<file path="src/rtl/acme_pkg.sv">
// types and constants shared by the cursor move encoder
package acme_pkg;

   localparam int OFFSET_WIDTH = 17;
   localparam int MAG_DIGITS   = 5;
   localparam int BCD_WIDTH    = 4 * MAG_DIGITS;

   typedef logic [7:0]              byte_type;
   typedef logic [3:0]              digit_type;
   typedef logic [BCD_WIDTH-1:0]    bcd_type;
   typedef logic [OFFSET_WIDTH-1:0] mag_type;

   localparam byte_type ESC_BYTE      = 8'h1B;
   localparam byte_type LBRACKET_BYTE = 8'h5B;
   localparam byte_type SUFFIX_UP     = 8'h41;
   localparam byte_type SUFFIX_DOWN   = 8'h42;
   localparam byte_type DIGIT_ZERO    = 8'h30;

endpackage

</file>
<file path="src/rtl/ansi_cursor_move_encoder.sv">
// cursor up/down escape sequence encoder with bit-serial binary to bcd conversion
//
// A transaction is accepted on the rising edge where start is high and busy is low;
// req_offset carries the signed row offset. A positive offset gives ESC [ n A, a
// negative one ESC [ n B, where n is the magnitude in decimal without leading zeros.
// A zero offset is accepted and produces nothing; busy stays low.
// Each byte appears on rsp_out_byte for exactly one cycle with rsp_strobe high;
// rsp_last marks the suffix byte. The receiver cannot stall, so bytes are never held.
// A non-zero offset keeps busy high through the shift-and-add-three loop (one
// magnitude bit per cycle), the leading-zero skip and the emitted bytes. The first
// byte strobes after the conversion and the leading-zero skip, the rest follow back to
// back. A new offset may be accepted on the cycle the last byte is strobed.
// Reset (synchronous, active high) returns to idle and clears the strobe.
// Magnitudes above MAX_DIGITS nines are clamped to that value.
module ansi_cursor_move_encoder
   import acme_pkg::*;
#(
   parameter int MAX_DIGITS = 5
) (
   input  logic                           clock,
   input  logic                           reset,
   input  logic                           start,
   output logic                           busy,
   input  logic signed [OFFSET_WIDTH-1:0] req_offset,
   output logic                           rsp_strobe,
   output logic [7:0]                     rsp_out_byte,
   output logic                           rsp_last
);

   function automatic logic [31:0] calc_limit(input int digits);
      logic [31:0] p;
      p = 32'd1;
      for (int i = 0; i < digits; i++) begin
         p = p * 32'd10;
      end
      return p - 32'd1;
   endfunction

   localparam logic [31:0] MAG_LIMIT = calc_limit(MAX_DIGITS);
   localparam int BIT_CNT_W = $clog2(OFFSET_WIDTH);
   localparam int DIG_CNT_W = $clog2(MAG_DIGITS + 1);

   localparam logic [2:0] ST_IDLE   = 3'd0;
   localparam logic [2:0] ST_CONV   = 3'd1;
   localparam logic [2:0] ST_SKIP   = 3'd2;
   localparam logic [2:0] ST_ESC    = 3'd3;
   localparam logic [2:0] ST_BRKT   = 3'd4;
   localparam logic [2:0] ST_DIGIT  = 3'd5;
   localparam logic [2:0] ST_SUFFIX = 3'd6;

   logic [2:0]           state_ff, state_in;
   mag_type              mag_ff, mag_in;
   bcd_type              bcd_ff, bcd_in;
   logic [BIT_CNT_W-1:0] bit_cnt_ff, bit_cnt_in;
   logic [DIG_CNT_W-1:0] dig_cnt_ff, dig_cnt_in;
   logic                 neg_ff, neg_in;
   logic                 strobe_ff, strobe_in;
   byte_type             byte_ff, byte_in;
   logic                 last_ff, last_in;

   mag_type   raw_mag;
   mag_type   clamp_mag;
   bcd_type   bcd_adj;
   digit_type top_digit;

   assign raw_mag   = req_offset[OFFSET_WIDTH-1] ? mag_type'(-req_offset)
                                                 : mag_type'(req_offset);
   assign clamp_mag = ({{(32 - OFFSET_WIDTH){1'b0}}, raw_mag} > MAG_LIMIT)
                      ? MAG_LIMIT[OFFSET_WIDTH-1:0] : raw_mag;
   assign top_digit = bcd_ff[BCD_WIDTH-1 -: 4];

   // add three to every digit of five or more before the shift
   always_comb begin
      for (int d = 0; d < MAG_DIGITS; d++) begin
         bcd_adj[4*d +: 4] = (bcd_ff[4*d +: 4] >= 4'd5) ? bcd_ff[4*d +: 4] + 4'd3
                                                        : bcd_ff[4*d +: 4];
      end
   end

   always_comb begin
      state_in   = state_ff;
      mag_in     = mag_ff;
      bcd_in     = bcd_ff;
      bit_cnt_in = bit_cnt_ff;
      dig_cnt_in = dig_cnt_ff;
      neg_in     = neg_ff;
      strobe_in  = 1'b0;
      byte_in    = byte_ff;
      last_in    = 1'b0;
      unique case (state_ff)
         ST_IDLE: begin
            if (start && (req_offset != '0)) begin
               state_in   = ST_CONV;
               mag_in     = clamp_mag;
               bcd_in     = '0;
               bit_cnt_in = BIT_CNT_W'(OFFSET_WIDTH - 1);
               dig_cnt_in = DIG_CNT_W'(MAG_DIGITS);
               neg_in     = req_offset[OFFSET_WIDTH-1];
            end
         end
         ST_CONV: begin
            bcd_in = {bcd_adj[BCD_WIDTH-2:0], mag_ff[OFFSET_WIDTH-1]};
            mag_in = {mag_ff[OFFSET_WIDTH-2:0], 1'b0};
            if (bit_cnt_ff == '0) begin
               state_in = ST_SKIP;
            end else begin
               bit_cnt_in = bit_cnt_ff - BIT_CNT_W'(1);
            end
         end
         ST_SKIP: begin
            if (top_digit == '0) begin
               bcd_in     = {bcd_ff[BCD_WIDTH-5:0], 4'h0};
               dig_cnt_in = dig_cnt_ff - DIG_CNT_W'(1);
            end else begin
               state_in = ST_ESC;
            end
         end
         ST_ESC: begin
            strobe_in = 1'b1;
            byte_in   = ESC_BYTE;
            state_in  = ST_BRKT;
         end
         ST_BRKT: begin
            strobe_in = 1'b1;
            byte_in   = LBRACKET_BYTE;
            state_in  = ST_DIGIT;
         end
         ST_DIGIT: begin
            strobe_in  = 1'b1;
            byte_in    = DIGIT_ZERO | {4'h0, top_digit};
            bcd_in     = {bcd_ff[BCD_WIDTH-5:0], 4'h0};
            dig_cnt_in = dig_cnt_ff - DIG_CNT_W'(1);
            if (dig_cnt_ff == DIG_CNT_W'(1)) begin
               state_in = ST_SUFFIX;
            end
         end
         ST_SUFFIX: begin
            strobe_in = 1'b1;
            byte_in   = neg_ff ? SUFFIX_DOWN : SUFFIX_UP;
            last_in   = 1'b1;
            state_in  = ST_IDLE;
         end
         default: begin
            state_in = ST_IDLE;
         end
      endcase
   end

   always_ff @(posedge clock) begin
      if (reset) begin
         state_ff  <= ST_IDLE;
         strobe_ff <= 1'b0;
      end else begin
         state_ff  <= state_in;
         strobe_ff <= strobe_in;
      end
      mag_ff     <= mag_in;
      bcd_ff     <= bcd_in;
      bit_cnt_ff <= bit_cnt_in;
      dig_cnt_ff <= dig_cnt_in;
      neg_ff     <= neg_in;
      byte_ff    <= byte_in;
      last_ff    <= last_in;
   end

   assign busy         = (state_ff != ST_IDLE);
   assign rsp_strobe   = strobe_ff;
   assign rsp_out_byte = byte_ff;
   assign rsp_last     = last_ff;

endmodule

</file>
<file path="config.mk">
export PLATFORM = sky130hd
export DESIGN_NAME = ansi_cursor_move_encoder
export DESIGN_NICKNAME = d
export VERILOG_FILES = /design/src/rtl/acme_pkg.sv /design/src/rtl/ansi_cursor_move_encoder.sv
export SDC_FILE = /design/constraint.sdc
export NUM_CORES = 1
export LEC_CHECK = 0
export BUFFER_PORTS_ARGS = -buffer_cell sky130_fd_sc_hd__buf_2
export CELL_PAD_IN_SITES_DETAIL_PLACEMENT = 1
export CELL_PAD_IN_SITES_GLOBAL_PLACEMENT = 2
export CORE_MARGIN = 4
export CORE_UTILIZATION = 41
export CTS_CLUSTER_DIAMETER = 200
export DETAILED_ROUTE_END_ITERATION = 6
export GPL_TIMING_DRIVEN = 0
export PLACE_DENSITY_LB_ADDON = 0.1
export SLEW_MARGIN = 20
export SYNTH_ARGS = -nofsm -noshare
export SYNTH_HDL_FRONTEND = slang
export SYNTH_SLANG_ARGS = --single-unit
</file>
<file path="constraint.sdc">
create_clock -name clock -period 5.6 [get_ports clock]
set_clock_uncertainty 0.05 [all_clocks]
set_input_delay 0.56 -clock clock [delete_from_list [all_inputs] [get_ports clock]]
set_output_delay 0.56 -clock clock [all_outputs]
set_load 0.01 [all_outputs]
</file>
==> flow_summary.yaml, run 1 <==
synthesis:
  synthesis.yosys.warnings: 0
  synth-main-ff-cell: "sky130_fd_sc_hd__edfxtp_1"
  synthesis.area_um2: 3290
  avgSynthCellArea_um2: 10.2
  synth_nets: 357
  synth-edff-count: 53
  ys_seq_area_share_pct: 51.4
  synthArstFlopShare_pct: 0
  postSynthCellCount: 322
  number_of_unique_standard_cell_types_used_by_synthesis: 43
  synth.ff_latch_count: 58
routing:
  drt_wl_total_um: 7480
  met2WireLength_um: 3680
  detail_route.wl_per_cell_um: 16.0
  top_signal_layer_used: "met4"
  met3_length_um: 233
  num_vias: 2487
  drc_errors: 0
  drt-met1-wl_um: 3470
  drtPass1Iterations: 4
  drt_iter0_drc: 79
  detail_route.vias_per_cell: 5.31
  route.antenna.remaining_nets: 0
critical_path:
  path_cells: "buf_2 -> inv_1 -> ha_1 -> nor4b_1 -> nand4_1 -> o211ai_1 -> nand3_1"
  cp.buffers_inverters: 2
  worst_ep_arrival_time_ns: 2.84
  crit_fanout: 20
  crit_path_start_kind: "primary input"
  critical-path-top-delay-family: "simple AND/OR/NAND/NOR gates"
  worstPathRequired_ns: 5.34
  critical-path-slowest-cell: "sky130_fd_sc_hd__nand3_1"
  timing.reg2reg.setup_slack_ns: 3.16
  cp-end-kind: "flip-flop"
  crit_type: "in2reg"
  max_stage_delay_ns: 0.78
power_and_ir_drop:
  power.switching_mw: 0.373
  power_frac_comb_pct: 22.5
  power_frac_seq_pct: 51.7
  internal_power_mw: 0.820
  static-leakage-power_nw: 1.41
  netSwitchingFraction_pct: 31.3
  clock_share_of_power_pct: 25.8
  p_per_area_nw_per_um2: 322
  max-vdd-ir-drop_mv: 0.109
global_route:
  groute.usage.overall_pct: 16.6
  maximum_number_of_pins_on_one_net_before_global_route_repair: 21
  grt_first_pass_wirelength_um: 12600
  antenna_violations_before_repair: 0
  first_global_vias: 2557
  globalRoute.totalOverflow: 0
finish:
  layoutNonFillerInstCount: 468
  fill_cells: 894
  area_growth_syn_to_layout_pct: 12.8
  diodes: 0
  layout-drive-gt1-share_pct: 14.8
  finalNetCount: 397
clock_tree:
  post-cts-setup-buffers: 0
  htree_num_levels: 3
  worst_setup_hold_path_clk_slew_ns: 0.06
  cts_inserted_buffers: 9
  postCtsResizedCells: 0
  clock-sinks: 58
  cts-root-buf: "sky130_fd_sc_hd__clkbuf_8"
  ctsLongestPathBuffers: 2
  tritoncts_clock_tree: "done"
  clock_latency_at_the_later_pin_of_the_worst_skew_pair_ns: 0.34
  cts_hold_buffers: 0
placement:
  place.gp.congestion: 0.764
  dp.final_hpwl_um: 5560
  post-place-cells: 453
  portBuffers: 29
status:
  run_status: "completed"
timing:
  finalCritPeriodShare_pct: 55.3
  max-slew-margin-rel_pct: 31.1
  finalWorstPathRequiredPeriod_ns: 3.10
  fmax_mhz: 323
  grt_setup_unrepaired: "no"
  number_of_slew_limit_violations_in_the_final_report: 0
  timing.final.hold_violations: 0
  timing.final.setup_violations: 0
  tightest_slew_ns: 1.03
  setup_tns_ns: 0
min_path:
  hold_path.class: "in2reg"
floorplanning:
  floorplan.core_area_um2: 7770
  die_w_um: 97.6
  rows: 32
  initial_utilization_pct: 42.3
  die-height_um: 97.6
  die_area_um2: 9520
  io_pins: 31
job:
  max_cap_violations: 0
[synthesized netlist by cell type, drive strengths merged (8+ instances only)]
library cell  count  area [µm²]
a21oi            15        75.1
buf               8        41.3
edfxtp           53        1590
ha               15         188
inv              21        78.8
nand2            42         158
nand2b           11        68.8
nor2             22        82.6
o21ai            38         194
o31ai             9        72.6
xnor2            11        96.3
xor2             14         123
[worst paths after layout]
| path | from | end | cells past startpoint |
|---|---|---|---|
| worst max-delay path | req_offset[1] | bcd_ff[3] | 7 |
| worst min-delay path | req_offset[16] | neg_ff | 1 |
| worst max register to register | state_ff[2] | bcd_ff[3] | 5 |
| worst min register to register | mag_ff[0] | mag_ff[1] | 2 |
[layout make-up]
class,count,area (µm²),area share [%]
clock inverter,6,25.0,0.675
multi-input combinational,231,1460,39.4
inverter,21,78.8,2.12
timing repair buffer,29,145,3.91
tap,102,128,3.44
sequential,58,1690,45.6
buffer,12,56.3,1.52
clock buffer,9,124,3.34
[metal layers]
metal,vias up,GRT usage [%]
li1,1225,-
met1,1216,21.0
met2,38,27.9
met3,8,3.80
met4,0,5.75
met5,-,0
[placed cells by master, fill, tap and decap left out, drive strengths merged]
master | Yosys | routed
o211ai | 1 | 1
or3 | 2 | 2
xor2 | 14 | 14
nand3b | 2 | 2
clkinv | 0 | 6
buf | 8 | 37
o31ai | 9 | 9
nor3b | 7 | 7
nand3 | 3 | 3
ha | 15 | 15
a22oi | 1 | 1
mux2 | 1 | 1
o32ai | 1 | 1
edfxtp | 53 | 53
or4 | 1 | 1
o21ai | 38 | 38
conb | 1 | 1
and2 | 1 | 1
o41ai | 5 | 5
dfxtp | 5 | 5
inv | 21 | 21
nor4 | 3 | 3
and3 | 1 | 1
xnor2 | 11 | 11
a21oi | 15 | 15
a22o | 4 | 4
nor2b | 6 | 6
nor2 | 22 | 22
o22a | 1 | 1
nand4 | 1 | 1
o22ai | 2 | 2
nand2b | 11 | 11
nor3 | 5 | 5
a211oi | 2 | 2
nor4b | 1 | 1
nand2 | 42 | 42
clkbuf | 4 | 13
or2 | 2 | 2
[power groups by stage]
stage	Sequential (mW)	Clock (mW)	Combinational (mW)
after floorplan	0.608	0	0.197
after global placement	0.623	0	0.260
after detailed placement	0.627	0	0.271
after CTS	0.618	0.315	0.273
after global routing	0.628	0.333	0.311
final	0.617	0.308	0.268
[kinds of logic after synthesis]
family | Yosys count | share of synthesized area, %
DFF | 58 | 51.4
buffers and inverters | 33 | 4.11
xor gates and xnor gates | 25 | 6.66
other | 1 | 0.114
AOI/OAI and AO/OA | 79 | 15.3
adders and majority gates | 15 | 5.71
and+or+nand+nor | 110 | 16.3
muxes | 1 | 0.342
[flip-flops by register name (all words and copies together), names as in the netlist]
name          count
rsp_out_byte      7
state_ff          3
mag_ff           17
dig_cnt_ff        3
bit_cnt_ff        5
neg_ff            1
bcd_ff           20
rsp_last          1
rsp_strobe        1
[per-stage QoR]
| stage | cell area [µm²] | hold slack, ns | setup WS [ns] | util, % | power [mW] |
|---|---|---|---|---|---|
| after floorplan | 3290 | 0.434 | 3.14 | - | 0.804 |
| after global placement | 3560 | 0.443 | 2.07 | 45.8 | 0.883 |
| after detailed placement | 3560 | 0.465 | 2.10 | 45.8 | 0.899 |
| after CTS | 3710 | 0.366 | 2.42 | 47.8 | 1.21 |
| after global routing | 3710 | 0.363 | 2.19 | 47.8 | 1.27 |
| final | 3710 | 0.374 | 2.50 | 47.8 | 1.19 |
No activity file was read; power rests on OpenSTA's default activity.
==> inputs of run 2 (changes only) <==
--- a/config.mk
+++ b/config.mk
@@ -5,11 +5,12 @@
 export SDC_FILE = /design/constraint.sdc
 export NUM_CORES = 1
 export LEC_CHECK = 0
+export ABC_AREA = 1
 export BUFFER_PORTS_ARGS = -buffer_cell sky130_fd_sc_hd__buf_2
 export CELL_PAD_IN_SITES_DETAIL_PLACEMENT = 1
 export CELL_PAD_IN_SITES_GLOBAL_PLACEMENT = 2
 export CORE_MARGIN = 4
-export CORE_UTILIZATION = 41
+export CORE_UTILIZATION = 37
 export CTS_CLUSTER_DIAMETER = 200
 export DETAILED_ROUTE_END_ITERATION = 6
 export GPL_TIMING_DRIVEN = 0
==> constraint.sdc (replaced) <==
create_clock -name clock -period 2.9 [get_ports clock]
set_clock_uncertainty 0.05 [all_clocks]
set_input_delay 0.29 -clock clock [delete_from_list [all_inputs] [get_ports clock]]
set_output_delay 0.29 -clock clock [all_outputs]
set_load 0.01 [all_outputs]
==> run 2 against run 1 <==
Flip-flop and latch count stayed put. Synthesized cell count is 25% higher. Register-to-register slack got worse by 2.5 ns. Critical endpoint is now mag_ff[5]. Largest cell class unchanged. Largest power group is now combinational logic.
==> flow_summary.yaml, run 2 <==
power_and_ir_drop:
  max-vdd-ir-drop_mv: 0.407
  static-leakage-power_nw: 1.72
  p_per_area_nw_per_um2: 1040
critical_path:
  crit_path_start_kind: "flip-flop"
  worstPathRequired_ns: 2.75
  max_stage_delay_ns: 0.60
  crit_type: "reg2reg"
  critical-path-slowest-cell: "sky130_fd_sc_hd__nand2_1"
  crit_fanout: 17
  cp-end-kind: "flip-flop"
  path_cells: "inv_1 -> nand2_2 -> nor2_4 -> inv_2 -> clkbuf_1 -> nand2_1"
  worst_ep_arrival_time_ns: 2.13
  critical-path-top-delay-family: "simple AND/OR/NAND/NOR gates"
  rr_startpoint: "state_ff[1]"
  timing.critical_path.from: "state_ff[1]"
  cp.buffers_inverters: 3
finish:
  area_growth_syn_to_layout_pct: 14.4
  layout.area.seq_um2: 1690
  diodes: 0
  fill_cells: 1121
  multi_input_area_um2: 1510
  finalNetCount: 480
  number_of_flip_flops_under_the_largest_register_name: 20
  fin_util_pct: 43.4
  layout-drive-gt1-share_pct: 17.3
  final_common_cell: "sky130_fd_sc_hd__nand2_1"
  top_register: "bcd_ff"
  layout.cells.most_common_list: "sky130_fd_sc_hd__nand2_1 (97), sky130_fd_sc_hd__inv_1 (54), sky130_fd_sc_hd__edfxtp_1 (53)"
  layoutNonFillerInstCount: 561
timing:
  grt_setup_unrepaired: "no"
  finalWorstPathRequiredPeriod_ns: 2.29
  finalCritPeriodShare_pct: 78.8
  fmax_mhz: 438
  number_of_slew_limit_violations_in_the_final_report: 0
  timing.final.hold_violations: 0
  timing.final.setup_violations: 0
  max-slew-margin-rel_pct: 49.8
  tightest_slew_ns: 0.751
floorplanning:
  floorplan.core_area_um2: 9200
  initial_utilization_pct: 37.9
  die_area_um2: 11000
  die_w_um: 105
  io_pins: 31
  die-height_um: 105
  rows: 35
synthesis:
  number_of_unique_standard_cell_types_used_by_synthesis: 35
  ys_seq_area_share_pct: 48.5
  synthArstFlopShare_pct: 0
  synth_nets: 439
  synthesis.area_um2: 3490
  synth-edff-count: 53
  postSynthCellCount: 404
  synth_top_cells_by_area: "sky130_fd_sc_hd__edfxtp_1 (46%), sky130_fd_sc_hd__nand2_1 (10%), sky130_fd_sc_hd__inv_1 (5.8%)"
  yosysTopAreaCell: "sky130_fd_sc_hd__edfxtp_1"
  synth_most_common_cell: "sky130_fd_sc_hd__nand2_1"
  avgSynthCellArea_um2: 8.63
  netlist_top_cells_count: "sky130_fd_sc_hd__nand2_1 (97), sky130_fd_sc_hd__inv_1 (54), sky130_fd_sc_hd__edfxtp_1 (53), sky130_fd_sc_hd__nor2_1 (49), sky130_fd_sc_hd__o21ai_0 (27)"
  synth-main-ff-cell: "sky130_fd_sc_hd__edfxtp_1"
  synth.ff_latch_count: 58
  synthesis.yosys.warnings: 0
  synth_top_cell_area_share_pct: 45.6
clock_tree:
  cts-root-buf: "sky130_fd_sc_hd__clkbuf_8"
  clock_latency_at_the_later_pin_of_the_worst_skew_pair_ns: 0.33
  tritoncts_clock_tree: "done"
  worst_setup_hold_path_clk_slew_ns: 0.07
  clock-sinks: 58
  cts_hold_buffers: 0
  ctsLongestPathBuffers: 2
  htree_num_levels: 3
  post-cts-setup-buffers: 0
  postCtsResizedCells: 0
  cts_inserted_buffers: 9
status:
  run_status: "completed"
routing:
  detail_route.wl_per_cell_um: 14.8
  num_vias: 2782
  drt_wl_total_um: 8290
  detail_route.vias_per_cell: 4.96
  drt_iter0_drc: 68
  drtPass1Iterations: 4
  route.antenna.remaining_nets: 0
  drc_errors: 0
placement:
  portBuffers: 29
  place.gp.congestion: 0.797
  dp.final_hpwl_um: 6360
  post-place-cells: 545
global_route:
  first_global_vias: 2946
  antenna_violations_before_repair: 0
  globalRoute.totalOverflow: 0
  maximum_number_of_pins_on_one_net_before_global_route_repair: 18
  groute.usage.overall_pct: 16.0
  grt_first_pass_wirelength_um: 14200
min_path:
  min_from: "reset"
  hold_path.class: "in2reg"
job:
  max_cap_violations: 0
-- run 2: area by class of cell --
type	instances	area share, %
flip-flops and latches	58	42.4
inverters	57	5.36
clock inverters	5	1.35
well taps	111	3.48
multi-input cells	279	38.0
clock buffers	11	3.54
repair buffers	30	3.92
plain buffers	10	1.98
-- run 2: path summary, 6_finish.rpt --
| check | endpoint | depth (start not counted) | slack (ns) |
|---|---|---|---|
| worst max-delay path | mag_ff[5] | 6 | 0.61 |
| worst min-delay path | rsp_strobe | 2 | 0.1 |
| worst max register to register | mag_ff[5] | 6 | 0.61 |
| worst min register to register | mag_ff[8] | 2 | 0.48 |
-- run 2: cell families after synthesis --
family	after synthesis	synth area share, %
buffers and inverters	67	8.40
adders and majority gates	15	5.38
AOI/OAI and AO/OA	64	11.4
DFF	58	48.5
other	1	0.108
xor gates and xnor gates	12	3.01
and+or+nand+nor	187	23.1
-- run 2: routing by layer --
metal | vias up | track usage, % | wire length, µm | share of wire (%)
li1 | 1416 | - | - | -
met2 | 39 | 28.9 | 4080 | 49
met3 | 9 | 2.22 | 234 | 2.8
met1 | 1318 | 19.5 | 3870 | 47
met5 | - | 0 | 0 | 0
met4 | 0 | 5.34 | 110 | 1.3
-- run 2: power by group --
part           internal, mW  switching, mW  leakage (nW)
Clock                 0.418          0.329         0.103
Sequential             1.46          0.201         0.558
Combinational         0.576           1.15          1.06
-- run 2: worst reg2reg max path, stage by stage (launching register included) --
cell and delay, ns:
sky130_fd_sc_hd__dfxtp_1 0.39, sky130_fd_sc_hd__inv_1 0.09, sky130_fd_sc_hd__nand2_2 0.11, sky130_fd_sc_hd__nor2_4 0.06, sky130_fd_sc_hd__inv_2 0.10, sky130_fd_sc_hd__clkbuf_1 0.44, sky130_fd_sc_hd__nand2_1 0.60
-- run 2: per-stage QoR --
step | power, mW | hold slack, ns | TNS, ns | instance area, µm² | setup WS (ns)
CTS | 4.21 | 0.0869 | 0 | 3990 | 0.540
floorplan | 2.87 | 0.309 | 0 | 3490 | 0.580
global route | 4.50 | 0.100 | 0 | 3990 | 0.369
global placement | 3.34 | 0.443 | -3.36 | 3780 | -0.169
finish | 4.13 | 0.0979 | 0 | 3990 | 0.615
detailed placement | 3.44 | 0.445 | 0 | 3790 | 0.545
